`src/hdl/jdhd_pkg.sv`:
```
// Shared types, Huffman DC tables and register map for the JPEG DC decoder.
package jdhd_pkg;

    localparam int CAT_COUNT  = 12;
    localparam int CODE_W     = 11;
    localparam int CNT_W      = 4;
    localparam int CAT_W      = 4;
    localparam int COEF_W     = 12;
    localparam int PADDR_W    = 3;
    localparam int PDATA_W    = 32;

    // Register indexes (byte address / 4)
    localparam logic REG_TABLE_SELECT = 1'b0;

    // Standard DC tables: row 0 luminance, row 1 chrominance
    localparam logic [0:1][0:CAT_COUNT-1][CNT_W-1:0] DC_LEN = '{
        '{4'd2, 4'd3, 4'd3, 4'd3, 4'd3, 4'd3, 4'd4, 4'd5, 4'd6, 4'd7, 4'd8, 4'd9},
        '{4'd2, 4'd2, 4'd2, 4'd3, 4'd4, 4'd5, 4'd6, 4'd7, 4'd8, 4'd9, 4'd10, 4'd11}
    };
    localparam logic [0:1][0:CAT_COUNT-1][CODE_W-1:0] DC_CODE = '{
        '{11'h000, 11'h002, 11'h003, 11'h004, 11'h005, 11'h006,
          11'h00E, 11'h01E, 11'h03E, 11'h07E, 11'h0FE, 11'h1FE},
        '{11'h000, 11'h001, 11'h002, 11'h006, 11'h00E, 11'h01E,
          11'h03E, 11'h07E, 11'h0FE, 11'h1FE, 11'h3FE, 11'h7FE}
    };
    localparam logic [0:1][CNT_W-1:0] DC_MAXLEN = '{4'd9, 4'd11};

    typedef struct packed {
        logic start_req;
        logic bit_req;
    } in_req_t;

    typedef struct packed {
        logic signed [COEF_W-1:0] coefficient;
        logic [CAT_W-1:0]         category;
        logic                     bad_code;
    } out_req_t;

    // Table lookup result for the current prefix
    typedef struct packed {
        logic             hit;
        logic [CAT_W-1:0] cat;
        logic             exhausted;
    } match_t;

endpackage

```
`src/hdl/jpeg_dc_huffman_decoder_top.sv`:
```
// Top level of the JPEG baseline DC Huffman decoder with its APB register.
// A result is registered: it appears in the output register in the cycle after the request
//   that completes it (Huffman code of category 0, last extra bit, or bad code).
// Throughput: one bit request per cycle; the input stalls only while a result
//   sits unaccepted in the output register and out_ready is low.
// Reset (rst_n, async low): table_select = luminance, stream state cleared,
//   output register empty.
module jpeg_dc_huffman_decoder_top
    import jdhd_pkg::*;
(
    input  logic               clk,
    input  logic               rst_n,
    // bit stream requests
    input  logic               in_valid,
    output logic               in_ready,
    input  in_req_t            in_data,
    // decoded coefficients
    output logic               out_valid,
    input  logic               out_ready,
    output out_req_t           out_data,
    // configuration
    input  logic               psel,
    input  logic               penable,
    input  logic               pwrite,
    input  logic [PADDR_W-1:0] paddr,
    input  logic [PDATA_W-1:0] pwdata,
    output logic [PDATA_W-1:0] prdata,
    output logic               pready
);

    // ------------------------------------------------------------------
    // Configuration register
    // ------------------------------------------------------------------
    logic table_select_reg;
    logic reg_index;

    assign pready    = 1'b1;
    assign reg_index = paddr[2];

    always_ff @(posedge clk or negedge rst_n)
    begin
        if (!rst_n)
            table_select_reg <= 1'b0;
        else if (psel && penable && pwrite && reg_index == REG_TABLE_SELECT)
            table_select_reg <= pwdata[0];
    end

    assign prdata = (reg_index == REG_TABLE_SELECT) ? PDATA_W'(table_select_reg) : '0;

    // ------------------------------------------------------------------
    // Stream state
    // ------------------------------------------------------------------
    logic [CODE_W-1:0] code_shift_reg,     code_shift_next;
    logic [CNT_W-1:0]  code_bit_count_reg, code_bit_count_next;
    logic              in_extra_reg,       in_extra_next;
    logic [CAT_W-1:0]  held_category_reg,  held_category_next;
    logic [CODE_W-1:0] extra_value_reg,    extra_value_next;
    logic [CAT_W-1:0]  extra_left_reg,     extra_left_next;
    logic              halted_reg,         halted_next;
    logic              out_valid_reg,      out_valid_next;
    out_req_t          out_data_reg;

    logic     accept;
    logic     res_valid;
    out_req_t res;

    // state as seen after an optional start clear
    logic [CODE_W-1:0] base_shift;
    logic [CNT_W-1:0]  base_count;
    logic              base_extra;
    logic [CAT_W-1:0]  base_held;
    logic [CODE_W-1:0] base_value;
    logic [CAT_W-1:0]  base_left;
    logic              base_halted;

    logic [CODE_W-1:0] shifted_code;
    logic [CNT_W-1:0]  count_inc;
    logic [CODE_W-1:0] shifted_value;
    logic [CAT_W-1:0]  left_dec;
    logic [CODE_W-1:0] neg_thresh;
    logic [COEF_W-1:0] cat_mask;
    logic [COEF_W-1:0] coef_raw;
    match_t            match;

    // the output register frees itself in the same cycle it is taken
    assign in_ready = !out_valid_reg || out_ready;
    assign accept   = in_valid && in_ready;

    always_comb
    begin
        if (in_data.start_req)
        begin
            base_shift  = '0;
            base_count  = '0;
            base_extra  = 1'b0;
            base_held   = '0;
            base_value  = '0;
            base_left   = '0;
            base_halted = 1'b0;
        end
        else
        begin
            base_shift  = code_shift_reg;
            base_count  = code_bit_count_reg;
            base_extra  = in_extra_reg;
            base_held   = held_category_reg;
            base_value  = extra_value_reg;
            base_left   = extra_left_reg;
            base_halted = halted_reg;
        end
    end

    assign shifted_code  = {base_shift[CODE_W-2:0], in_data.bit_req};
    assign count_inc     = (base_count != {CNT_W{1'b1}}) ? base_count + 1'b1 : base_count;
    assign shifted_value = {base_value[CODE_W-2:0], in_data.bit_req};
    assign left_dec      = base_left - 1'b1;

    jdhd_code_match u_match (
        .table_sel (table_select_reg),
        .code      (shifted_code),
        .count     (count_inc),
        .match     (match)
    );

    // extra value below 2^(cat-1) is negative: subtract 2^cat - 1
    assign neg_thresh = (base_held != '0) ? CODE_W'(1) << (base_held - 1'b1) : '0;
    assign cat_mask   = COEF_W'((COEF_W'(1) << base_held) - 1'b1);
    assign coef_raw   = (shifted_value < neg_thresh)
                        ? COEF_W'(shifted_value) - cat_mask
                        : COEF_W'(shifted_value);

    always_comb
    begin
        code_shift_next     = code_shift_reg;
        code_bit_count_next = code_bit_count_reg;
        in_extra_next       = in_extra_reg;
        held_category_next  = held_category_reg;
        extra_value_next    = extra_value_reg;
        extra_left_next     = extra_left_reg;
        halted_next         = halted_reg;
        res_valid           = 1'b0;
        res                 = '0;

        if (accept)
        begin
            code_shift_next     = base_shift;
            code_bit_count_next = base_count;
            in_extra_next       = base_extra;
            held_category_next  = base_held;
            extra_value_next    = base_value;
            extra_left_next     = base_left;
            halted_next         = base_halted;

            if (!base_halted)
            begin
                if (base_extra)
                begin
                    extra_value_next = shifted_value;
                    extra_left_next  = left_dec;
                    if (left_dec == '0)
                    begin
                        res_valid           = 1'b1;
                        res.coefficient     = $signed(coef_raw);
                        res.category        = base_held;
                        in_extra_next       = 1'b0;
                        extra_value_next    = '0;
                        code_shift_next     = '0;
                        code_bit_count_next = '0;
                    end
                end
                else
                begin
                    code_shift_next     = shifted_code;
                    code_bit_count_next = count_inc;
                    if (match.hit)
                    begin
                        code_shift_next     = '0;
                        code_bit_count_next = '0;
                        if (match.cat == '0)
                            res_valid = 1'b1;   // category 0: zero coefficient now
                        else
                        begin
                            held_category_next = match.cat;
                            extra_left_next    = match.cat;
                            extra_value_next   = '0;
                            in_extra_next      = 1'b1;
                        end
                    end
                    else if (match.exhausted)
                    begin
                        // all-ones prefix past the longest code
                        res_valid           = 1'b1;
                        res.bad_code        = 1'b1;
                        halted_next         = 1'b1;
                        code_shift_next     = '0;
                        code_bit_count_next = '0;
                    end
                end
            end
        end
    end

    always_comb
    begin
        if (res_valid)
            out_valid_next = 1'b1;
        else if (out_ready)
            out_valid_next = 1'b0;
        else
            out_valid_next = out_valid_reg;
    end

    always_ff @(posedge clk or negedge rst_n)
    begin
        if (!rst_n)
        begin
            code_shift_reg     <= '0;
            code_bit_count_reg <= '0;
            in_extra_reg       <= 1'b0;
            held_category_reg  <= '0;
            extra_value_reg    <= '0;
            extra_left_reg     <= '0;
            halted_reg         <= 1'b0;
            out_valid_reg      <= 1'b0;
        end
        else
        begin
            code_shift_reg     <= code_shift_next;
            code_bit_count_reg <= code_bit_count_next;
            in_extra_reg       <= in_extra_next;
            held_category_reg  <= held_category_next;
            extra_value_reg    <= extra_value_next;
            extra_left_reg     <= extra_left_next;
            halted_reg         <= halted_next;
            out_valid_reg      <= out_valid_next;
        end
    end

    // result payload, loaded only when a request completes a coefficient or gives a bad code
    always_ff @(posedge clk)
    begin
        if (res_valid)
            out_data_reg <= res;
    end

    assign out_valid = out_valid_reg;
    assign out_data  = out_data_reg;

    // ------------------------------------------------------------------
    // Assertions
    // ------------------------------------------------------------------
    // a stalled input means a result is waiting
    a_stall_has_result: assert property (@(posedge clk) disable iff (!rst_n)
        !in_ready |-> out_valid_reg)
        else $error("input stalled with empty output register");

    // a bad code halts the decoder
    a_bad_halts: assert property (@(posedge clk) disable iff (!rst_n)
        (res_valid && res.bad_code) |=> halted_reg && code_bit_count_reg == '0)
        else $error("bad code did not halt the decoder");

    // halted decoder ignores requests without start
    a_halt_holds: assert property (@(posedge clk) disable iff (!rst_n)
        (accept && halted_reg && !in_data.start_req) |=> halted_reg && !in_extra_reg)
        else $error("halted decoder changed state");

    // extra-bit countdown stays within the held category
    a_extra_left: assert property (@(posedge clk) disable iff (!rst_n)
        in_extra_reg |-> (extra_left_reg != '0 && extra_left_reg <= held_category_reg))
        else $error("extra bit count out of range");

    // a partial code never reaches the longest code length
    a_code_len: assert property (@(posedge clk) disable iff (!rst_n)
        code_bit_count_reg < DC_MAXLEN[1])
        else $error("partial code too long");

endmodule

```
`src/hdl/jdhd_code_match.sv`:
```
// Parallel prefix compare against the twelve codes of the selected DC table.
module jdhd_code_match
    import jdhd_pkg::*;
(
    input  logic              table_sel,
    input  logic [CODE_W-1:0] code,
    input  logic [CNT_W-1:0]  count,
    output match_t            match
);

    always_comb
    begin
        match.hit       = 1'b0;
        match.cat       = '0;
        // codes are prefix-free, so at most one entry hits
        for (int c = 0; c < CAT_COUNT; c++)
        begin
            if (DC_LEN[table_sel][c] == count && DC_CODE[table_sel][c] == code)
            begin
                match.hit = 1'b1;
                match.cat = CAT_W'(c);
            end
        end
        match.exhausted = (count >= DC_MAXLEN[table_sel]);
    end

endmodule

```
`config.mk`:
```
export PLATFORM = sky130hd
export DESIGN_NAME = jpeg_dc_huffman_decoder_top
export DESIGN_NICKNAME = d
export VERILOG_FILES = /design/src/hdl/jdhd_pkg.sv /design/src/hdl/jpeg_dc_huffman_decoder_top.sv /design/src/hdl/jdhd_code_match.sv
export SDC_FILE = /design/constraint.sdc
export NUM_CORES = 1
export LEC_CHECK = 0
export BUFFER_PORTS_ARGS = -buffer_cell sky130_fd_sc_hd__buf_2
export CORE_ASPECT_RATIO = 0.6
export CORE_MARGIN = 3
export CORE_UTILIZATION = 55
export DETAILED_ROUTE_END_ITERATION = 10
export GPL_TIMING_DRIVEN = 0
export HOLD_SLACK_MARGIN = 0.06
export MAX_ROUTING_LAYER = met4
export PLACE_DENSITY_LB_ADDON = 0.12
export REMOVE_ABC_BUFFERS = 1
export SLEW_MARGIN = 20
export SYNTH_ARGS = -nofsm -noshare
export SYNTH_HDL_FRONTEND = slang
export SYNTH_SLANG_ARGS = --single-unit
export TNS_END_PERCENT = 50
```
`constraint.sdc`:
```
create_clock -name clk -period 5.3 [get_ports clk]
set_input_delay 0.53 -clock clk [delete_from_list [all_inputs] [get_ports clk]]
set_output_delay 0.53 -clock clk [all_outputs]
set_load 0.01 [all_outputs]
```
==> results of run 1 <==
-- logic make-up after synthesis --
group,Yosys count
multiplexers,13
adder cells (fa/ha/maj),35
buffers and inverters,74
AND/OR/NAND/NOR,207
AO/OA/AOI/OAI,125
flip-flops,53
XOR/XNOR,18
other,2
-- area by class of cell --
cell class	instances	area (um^2)
well taps	108	135
clock buffers	6	129
flip-flops and latches	53	1410
inverters	16	60.1
multi-input cells	430	2850
clock inverters	2	10.0
repair buffers	31	158
fillers	689	3230
-- cells in the mapped netlist (8+ instances only) --
master,count
dfrtp_1,36
o211ai_1,8
o21ai_0,24
buf_4,33
nor2b_1,16
clkbuf_1,13
and3_1,8
nor2_1,47
edfxtp_1,17
nand3_1,16
a32oi_1,8
nand2_1,57
inv_1,16
mux2i_1,12
xnor2_1,15
ha_1,34
a21oi_1,21
nor3_1,15
buf_2,10
a22o_1,10
-- cell usage in the layout, fill, tap and decap left out, types with 3 or more instances in the layout --
cell / count
conb_1: 32
edfxtp_1: 17
o21a_1: 7
ha_1: 34
mux2i_1: 12
xnor2_1: 15
a22o_1: 10
nor3_1: 15
nor2_1: 46
nor4_1: 6
buf_2: 30
o21ai_0: 24
o31ai_1: 3
and4_1: 3
a31oi_1: 3
a32o_1: 6
a21oi_1: 21
clkbuf_16: 5
nand2_1: 57
and3_1: 8
o211ai_1: 8
a21o_1: 4
a32oi_1: 8
and2_1: 3
nand4_1: 4
nand2b_1: 6
inv_1: 16
xor2_1: 3
o22ai_1: 5
and3b_1: 4
nand3_1: 16
nor2b_1: 16
dfrtp_1: 36
-- metal layers --
metal	up-vias	part of all wire, %	routed length, um	GRT usage, %
met4	0	0.44	51	2.65
li1	1896	-	-	-
met5	-	0	0	-
met3	8	12	1390	5.86
met1	1852	54	6220	45.2
met2	228	34	3940	28.4
-- how the worst max path moves through the flow --
stage	from	end	depth (start not counted)
finish	in_data[1]	out_data[15]	15
floorplan	table_select_reg	out_data[0]	10
global route	in_data[1]	out_data[15]	15
CTS	in_data[1]	out_data[15]	15
detailed placement	in_data[1]	out_data[15]	15
global placement	in_data[1]	out_data[15]	14
-- power breakdown --
| group | total, mW | internal (mW) | switching [mW] |
|---|---|---|---|
| clock network | 0.319 | 0.174 | 0.145 |
| registers | 0.606 | 0.490 | 0.116 |
| logic | 0.814 | 0.326 | 0.487 |
==> run_results.csv, run 1 <==
group,metric,value,unit
logic_synthesis,synth-compound-area-share,19.4,%
logic_synthesis,synth_mux_area_share,2.87,%
critical_path,crit_type,"in -> reg",
critical_path,r2r_cells,10,
logic_synthesis,synth_cells,527,
detailed_routing,drt-initial-drc-count,483,
sta,finalCritPeriodShare,81.8,%
critical_path,critPathTopFamily,"compound AO/OA/AOI/OAI gates",
logic_synthesis,synth_edf_count,17,
logic_synthesis,synthTopCellsByArea,"dfrtp_1 20%, edfxtp_1 11%, ha_1 9.3%",
logic_synthesis,ys_seq_elements,53,
sta,finalSetupViolations,0,
finish,num_antenna_cells,0,
clocking,cts.sinks,53,
place,place_inst,638,
critical_path,r2r_end,"out_data[7]",
critical_path,cp_num_buf_inv,2,
critical_path,critPathSlowestCell,"inv_1",
clocking,ctsResizeCount,0,
place,io_buffers,30,
clocking,post_cts.repair.setup_buffers,0,
critical_path,crit_fanout,38,
sta,hold_viol_final,0,
place,place_area,0.00461,mm^2
logic_synthesis,synth-adder-area-share,9.74,%
critical_path,reg2reg_setup_slack,1.22,ns
global_route,grt_pass1_wl,18600,um
logic_synthesis,synth_area_per_cell,8.68,um^2
logic_synthesis,ys.warnings.count,0,
critical_path,slowest_delay,0.57,ns
global_route,grt_pass1_vias,3372,
floorplanning,num_rows,25,
critical_path,cp.arrival,4.37,ns
logic_synthesis,yosys.area_share.simple,24.1,%
logic_synthesis,synth_top_area_share,19.7,%
critical_path,crit_chain,"buf_2 > inv_1 > nand2_1 > nor2_1 > nand2_1 > ha_1 > ha_1 > a21o_1 > a21oi_1 > o211ai_1 > a31o_2 > a21oi_1 > xnor2_1 > mux2i_1 > nor2_1",
finish,stdcell_count,646,
detailed_routing,routed_wirelength,11600,um
clocking,clk_latency,0.29,ns
logic_synthesis,synth_top_family_by_area,"simple AND/OR/NAND/NOR gates",
logic_synthesis,ys_seq_area_share,30.9,%
logic_synthesis,async_flop_share,67.9,%
critical_path,r2r_start,"table_select_reg",
global_route,antenna_found_initial,0,
finish,drive_above_1_share,10.2,%
clocking,cts_tree,"done",
detailed_routing,ant_nets,0,
logic_synthesis,synth_xor_area_share,3.45,%
logic_synthesis,ys.flop_type,"dfrtp_1",
place,hpwl,8850,um
detailed_routing,viasPerCell,6.17,
critical_path,crit_path_start_kind,"primary input",
floorplanning,die_area,0.00948,mm^2
floorplanning,fp.dieW,124,um
floorplanning,ios,96,
finish,area_delta_synth_final,3.89,%
sta,max_slew_margin,31.2,%
power_and_ir_drop,pwr_density_cell,366,mW/mm^2
power_and_ir_drop,peakVddDrop,0.183,mV
finish,nets,616,
detailed_routing,dr.pass1.iters,5,
sta,rsz0062_at_grt,"false",
finish,final_cell_area,0.00475,mm^2
clocking,clock_tree.root_cell,"clkbuf_16",
sta,fin_tns_setup,0,ns
detailed_routing,drc,0,
min_path,hold_class,"in -> async",
logic_synthesis,yosys.cell_types.count,76,
sta,worst_pin_slew,1.03,ns
sta,timing.final.crit_period,4.33,ns
floorplanning,coreArea,0.00798,mm^2
clocking,clk_pin_slew,0.07,ns
global_route,grt_start_max_net_pins,39,
clocking,ctsHoldBuffers,0,
detailed_routing,wl_per_cell,17.9,um
clocking,clockBufferDepth,2,
finish,largest_reg_flops,17,
floorplanning,fp.dieH,76.6,um
detailed_routing,vias,3984,
sta,fin_hold_ws,0.322,ns
place,gp_congestion,0.972,
power_and_ir_drop,leakage,2.04,nW
sta,drv_slew,0,
place,post-place-ws,0.744,ns
logic_synthesis,syn-cell-area,0.00457,mm^2
outcome,status,"completed",
logic_synthesis,yosys.area.top_type,"dfrtp_1",
sta,clock_skew,0.00729,ns
sta,fmax,231,MHz
global_route,grt_usage,25.6,%
finish,post-route-util,59.6,%
power_and_ir_drop,power.total,1.74,mW
flow_run,drv_cap,0,
global_route,grt.overflow.total,0,
clocking,htree_levels,2,
floorplanning,start_util,57.3,%
critical_path,cp-end-kind,"flop",
sta,worst_slack,0.967,ns
critical_path,required,5.34,ns
clocking,cts_buffers,5,
No activity file was read; power rests on OpenSTA's default activity.
==> inputs of run 2 (changes only) <==
--- a/config.mk
+++ b/config.mk
@@ -8,7 +8,7 @@
 export BUFFER_PORTS_ARGS = -buffer_cell sky130_fd_sc_hd__buf_2
 export CORE_ASPECT_RATIO = 0.6
 export CORE_MARGIN = 3
-export CORE_UTILIZATION = 55
+export CORE_UTILIZATION = 51
 export DETAILED_ROUTE_END_ITERATION = 10
 export GPL_TIMING_DRIVEN = 0
 export HOLD_SLACK_MARGIN = 0.06
==> constraint.sdc (replaced) <==
create_clock -name clk -period 3.84 [get_ports clk]
set_input_delay 0.384 -clock clk [delete_from_list [all_inputs] [get_ports clk]]
set_output_delay 0.384 -clock clk [all_outputs]
set_load 0.01 [all_outputs]
==> run 2 against run 1 <==
Largest power group unchanged; flip-flop and latch count is the same; setup slack worse by 0.82 ns; utilization shrank 3.3 points; critical endpoint is now out_data[16]; clock-buffer cell count increased by 1; worst hold slack worse by 0.13 ns; sequential power up 38%; combinational power increased by 39%; critical path depth down 3; die area up 7.3%; via count up 0.30%; sequential share of layout area decreased by 0.56 points; critical path type is now reg -> reg; first-iteration DRC count is 8.3% lower.
==> run_results.csv, run 2 (synthesis gave the netlist of run 1 again) <==
group,metric,value,unit
outcome,status,"completed",
sta,drv_slew,0,
place,place_area,0.00462,mm^2
clocking,htree_levels,2,
clocking,clk_pin_slew,0.07,ns
place,hpwl,9040,um
critical_path,cp_common_cell,"nand2_1",
critical_path,slowest_delay,0.53,ns
finish,layout_common_cells,"57 x nand2_1, 45 x nor2_1, 35 x dfrtp_1, 34 x ha_1, 32 x conb_1",
finish,multi_input_area,0.00288,mm^2
finish,num_antenna_cells,0,
clocking,clock_tree.root_cell,"clkbuf_16",
clocking,clockBufferDepth,2,
sta,timing.final.crit_period,3.70,ns
clocking,ctsHoldBuffers,0,
critical_path,required,3.78,ns
global_route,grt_pass1_vias,3351,
finish,nets,619,
global_route,grt_start_max_net_pins,39,
global_route,grt_pass1_wl,19100,um
finish,register_area,0.00141,mm^2
detailed_routing,drt-initial-drc-count,443,
detailed_routing,wl_per_cell,18.5,um
finish,layout_commonest_cell,"nand2_1",
finish,drive_above_1_share,11.8,%
critical_path,r2r_end,"out_data[16]",
detailed_routing,ant_nets,0,
critical_path,crit_type,"reg -> reg",
critical_path,crit_path_start_kind,"flop",
power_and_ir_drop,peakVddDrop,0.268,mV
finish,largest_reg_flops,17,
detailed_routing,wl_met2,4190,um
sta,finalCritPeriodShare,96.3,%
critical_path,reg2reg_setup_slack,0.14,ns
global_route,grt.overflow.total,0,
sta,fmax,270,MHz
floorplanning,coreArea,0.00862,mm^2
critical_path,critPathTopFamily,"simple AND/OR/NAND/NOR gates",
floorplanning,start_util,53.0,%
critical_path,critPathSlowestCell,"dfrtp_1",
clocking,cts_tree,"done",
clocking,cts_buffers,5,
sta,max_slew_margin,40.0,%
power_and_ir_drop,pwr_density_cell,517,mW/mm^2
critical_path,cp.arrival,3.64,ns
detailed_routing,drc,0,
sta,worst_pin_slew,0.900,ns
critical_path,crit_fanout,17,
floorplanning,fp.dieW,128,um
critical_path,cp_num_buf_inv,1,
finish,n_fill_cell,796,
critical_path,r2r_cells,12,
floorplanning,num_rows,26,
detailed_routing,routed.top_layer,"met4",
critical_path,r2r_start,"code_bit_count_reg[0]",
global_route,grt_usage,24.5,%
floorplanning,die_area,0.0102,mm^2
sta,worst_slack,0.142,ns
place,io_buffers,30,
finish,final_cell_area,0.00485,mm^2
clocking,cts.sinks,53,
min_path,hold_class,"in -> async",
detailed_routing,vias,3996,
detailed_routing,wl_met3,1230,um
place,post-place-ws,-0.492,ns
detailed_routing,viasPerCell,6.12,
floorplanning,ios,96,
place,gp_congestion,0.928,
clocking,clk_latency,0.29,ns
detailed_routing,dr.pass1.iters,5,
power_and_ir_drop,leakage,2.06,nW
sta,finalSetupViolations,0,
detailed_routing,routed_wirelength,12100,um
detailed_routing,drt-met1-wl,6640,um
sta,rsz0062_at_grt,"false",
sta,clock_skew,0.00400,ns
floorplanning,fp.dieH,79.4,um
global_route,antenna_found_initial,0,
flow_run,drv_cap,0,
critical_path,crit_chain,"nand2_1 > a21oi_1 > nor3_1 > ha_1 > inv_1 > a211oi_1 > nand4_1 > o22ai_1 > and4bb_4 > nand2_1 > o21a_1 > nor2_4",
critical_path,cp-end-kind,"flop",
sta,hold_viol_final,0,
finish,area_delta_synth_final,5.96,%
==> run 2: changes by cell type in the layout (fill, tap and decap cells not counted), sizes merged <==
cell	before	now
buf	31	34
clkinv	2	0
bufinv	0	1
clkbuf	6	7
clkinvlp	0	1
inv	16	15
==> run 2: worst max path at each step <==
stage                              end  depth (start not counted)  slack (ns)                   from
after detailed placement   out_data[7]                         15       -0.49             in_data[1]
after CTS                  out_data[7]                         16        0.17             in_data[1]
after global routing       out_data[2]                         12       0.004  code_bit_count_reg[0]
after global placement    out_data[15]                         14       -0.74             in_data[1]
after floorplan            out_data[0]                         10        0.27       table_select_reg
final                     out_data[16]                         12        0.14  code_bit_count_reg[0]
==> run 2: report_power, final <==
part           switching [mW]  internal (mW)  total (mW)
logic                   0.677          0.456        1.13
clock network           0.208          0.326       0.534
registers               0.161          0.677       0.838
==> run 2: metal layers <==
metal,global-route usage (%),vias to the layer above
met1,41.9,1907
met2,28.2,186
met4,2.12,0
li1,-,1895
met5,-,-
met3,5.91,8
==> run 2: worst reg2reg max path: cells and delay by family, from the launching register on <==
family          cells  cell delay (ns)
simple gates        6             1.72
buf+inv             1             0.20
flops               1             0.53
fa+ha+maj           1             0.36
compound gates      4             0.52
==> run 2: what timing repair did <==
item,CTS,global route
endpoints found under the setup margin,34,17
buffers inserted,3,0
gates resized for setup,3,4
pin swaps,0,1
hold endpoints to repair,0,0
cloned,0,0
==> run 2: layout make-up <==
class	instances	share of cell area, %
clock inverters	1	0.620
multi-input cells	430	59.4
inverters	16	1.32
repair buffers	34	3.72
well taps	112	2.89
clock buffers	7	2.94
flip-flops and latches	53	29.2
==> run 2: stage by stage <==
stage | setup TNS [ns] | util, % | instances | hold WS (ns) | total power, mW
floorplan | 0 | - | 499 | 0.0884 | 1.63
global placement | -21.31 | 53.4 | 641 | 0.455 | 1.91
detailed placement | -13.09 | 53.6 | 642 | 0.463 | 1.93
CTS | 0 | 55.9 | 653 | 0.225 | 2.47
global route | 0 | 56.2 | 653 | 0.249 | 2.67
finish | 0 | 56.2 | 653 | 0.189 | 2.50
==> inputs of run 3 (changes only) <==
--- a/config.mk
+++ b/config.mk
@@ -9,11 +9,12 @@
 export CORE_ASPECT_RATIO = 0.6
 export CORE_MARGIN = 3
 export CORE_UTILIZATION = 51
+export CTS_BUF_LIST = sky130_fd_sc_hd__clkbuf_16
 export DETAILED_ROUTE_END_ITERATION = 10
 export GPL_TIMING_DRIVEN = 0
 export HOLD_SLACK_MARGIN = 0.06
 export MAX_ROUTING_LAYER = met4
-export PLACE_DENSITY_LB_ADDON = 0.12
+export PLACE_DENSITY = 0.88
 export REMOVE_ABC_BUFFERS = 1
 export SLEW_MARGIN = 20
 export SYNTH_ARGS = -nofsm -noshare
==> run 3 against run 2 <==
Die area is the same; critical endpoint is now code_bit_count_reg[3]; critical path depth shrank 2; non-clock buffer count shrank 3.
==> run_results.csv, run 3 (synthesis gave the netlist of run 1 again) <==
group,metric,value,unit
place,place_inst,642,
power_and_ir_drop,p_switching,1.03,mW
critical_path,reg2reg_setup_slack,0.18,ns
critical_path,slowest_delay,0.72,ns
place,io_buffers,30,
finish,largest_reg_flops,17,
critical_path,crit_cells,10,
power_and_ir_drop,power.total,2.40,mW
global_route,use_met1,34.9,%
finish,num_antenna_cells,0,
clocking,clock_tree.root_cell,"clkbuf_16",
sta,fmax,273,MHz
detailed_routing,dr.pass1.iters,6,
global_route,antenna_found_initial,0,
finish,layout_commonest_cell,"nand2_1",
floorplanning,fp.dieH,79.4,um
global_route,grt_usage,23.5,%
power_and_ir_drop,sequentialPowerShare,34.9,%
floorplanning,die_area,0.0102,mm^2
floorplanning,start_util,53.0,%
sta,finalSetupViolations,0,
finish,stdcell_count,650,
critical_path,worstSetupStartpoint,"table_select_reg",
sta,hold_viol_final,0,
floorplanning,coreArea,0.00862,mm^2
finish,n_fill_cell,740,
critical_path,required,4.07,ns
critical_path,crit_chain,"inv_1 > ha_1 > inv_1 > a21oi_1 > o22ai_1 > a21oi_1 > a31oi_1 > nand2_1 > nor3_2 > a22o_1",
critical_path,r2r_start,"table_select_reg",
sta,drv_slew,0,
clocking,cts_tree,"done",
critical_path,crit_fanout,25,
sta,worst_pin_slew,1.00,ns
finish,drive_above_1_share,11.0,%
sta,finalCritPeriodShare,95.4,%
critical_path,cp.arrival,3.89,ns
finish,nets,616,
detailed_routing,ant_nets,0,
finish,area_delta_synth_final,4.43,%
floorplanning,fp.dieW,128,um
global_route,busiest_layer,"met1",
sta,timing.final.crit_period,3.66,ns
finish,post-route-util,55.4,%
power_and_ir_drop,p_int,1.37,mW
detailed_routing,viasPerCell,6.36,
critical_path,r2r_cells,10,
sta,max_slew_margin,33.3,%
outcome,status,"completed",
sta,clock_skew,0.00686,ns
global_route,grt.overflow.total,0,
global_route,grt_pass1_vias,3623,
detailed_routing,wl_per_cell,18.2,um
finish,final_cell_area,0.00478,mm^2
critical_path,crit_path_start_kind,"flop",
critical_path,cp-end-kind,"flop",
clocking,cts.sinks,53,
finish,layout_common_cells,"57 x nand2_1, 45 x nor2_1, 35 x dfrtp_1, 34 x ha_1, 32 x conb_1",
detailed_routing,routed_wirelength,11800,um
critical_path,crit_end,"code_bit_count_reg[3]",
critical_path,critPathSlowestCell,"dfrtp_2",
floorplanning,ios,96,
critical_path,crit_type,"reg -> reg",
floorplanning,num_rows,26,
place,gp_congestion,1.02,
global_route,grt_util_met3,4.84,%
clocking,clk_latency,0.29,ns
clocking,htree_levels,2,
power_and_ir_drop,comb_power_share,46.9,%
detailed_routing,drt-initial-drc-count,532,
detailed_routing,drc,0,
sta,rsz0062_at_grt,"false",
critical_path,critPathTopFamily,"compound AO/OA/AOI/OAI gates",
power_and_ir_drop,sw_frac_of_total,42.9,%
clocking,cts_buffers,5,
power_and_ir_drop,leakage,2.04,nW
global_route,met2_usage,33.4,%
power_and_ir_drop,pwr_density_cell,502,mW/mm^2
clocking,clockBufferDepth,2,
min_path,hold_class,"in -> async",
detailed_routing,vias,4136,
power_and_ir_drop,peakVddDrop,0.307,mV
flow_run,drv_cap,0,
power_and_ir_drop,p_clk_share,18.2,%
global_route,grt_pass1_wl,18800,um
critical_path,r2r_end,"code_bit_count_reg[3]",
critical_path,cp_num_buf_inv,2,
place,place_area,0.00462,mm^2
global_route,grt_start_max_net_pins,39,
place,hpwl,8890,um
clocking,clk_pin_slew,0.07,ns
clocking,post_cts.repair.setup_buffers,0,
run 3: power by group through the flow:
| stage | registers, mW | logic (mW) | clock network [mW] |
|---|---|---|---|
| floorplan | 0.802 | 0.827 | 0 |
| global placement | 0.829 | 1.03 | 0 |
| detailed placement | 0.834 | 1.08 | 0 |
| CTS | 0.824 | 1.10 | 0.436 |
| global route | 0.848 | 1.23 | 0.455 |
| finish | 0.836 | 1.12 | 0.436 |
run 3: layer usage:
| layer | up-vias | part of all wire (%) |
|---|---|---|
| li1 | 1894 | - |
| met1 | 1961 | 45 |
| met2 | 262 | 42 |
| met3 | 19 | 12 |
| met4 | 0 | 0.87 |
| met5 | - | 0 |
run 3: how the worst min path moves through the flow:
stage | slack, ns | depth (start not counted) | endpoint | startpoint
after global routing | 0.26 | 1 | code_bit_count_reg[0] | rst_n
after global placement | 0.45 | 2 | extra_value_reg[9] | extra_value_reg[9]
after CTS | 0.24 | 1 | held_category_reg[2] | rst_n
final | 0.20 | 1 | code_bit_count_reg[2] | rst_n
after detailed placement | 0.46 | 2 | extra_value_reg[9] | extra_value_reg[9]
after floorplan | 0.09 | 0 | code_bit_count_reg[0] | rst_n
run 3: layout make-up:
class,instances,area [um^2],share of cell area (%)
Clock buffer,5,125,2.62
Timing Repair Buffer,31,160,3.35
Clock inverter,3,13.8,0.288
Multi-Input combinational cell,430,2860,59.9
Inverter,16,63.8,1.34
Tap cell,112,140,2.93
Sequential cell,53,1410,29.6
run 3: worst reg2reg max path: cells and delay by family, from the launching register on:
family,cells,cell delay [ns]
buffers and inverters,2,0.45
adder cells (fa/ha/maj),1,0.42
AND/OR/NAND/NOR,2,0.82
flip-flops,1,0.72
AO/OA/AOI/OAI,5,1.18
run 3: stage by stage:
| stage | setup slack (ns) | TNS [ns] | hold WS, ns |
|---|---|---|---|
| floorplan | 0.267 | 0 | 0.0884 |
| detailed placement | -0.359 | -7.60 | 0.464 |
| CTS | 0.205 | 0 | 0.237 |
| global route | 0.00512 | 0 | 0.262 |
| finish | 0.177 | 0 | 0.203 |
| global placement | -0.586 | -16.15 | 0.455 |
run 3: timing repair:
action,4_1_cts,5_1_grt
hold buffers,0,0
endpoints found under the setup margin,19,1
resized for setup,4,2
pin swaps,0,0
hold endpoints to repair,0,0
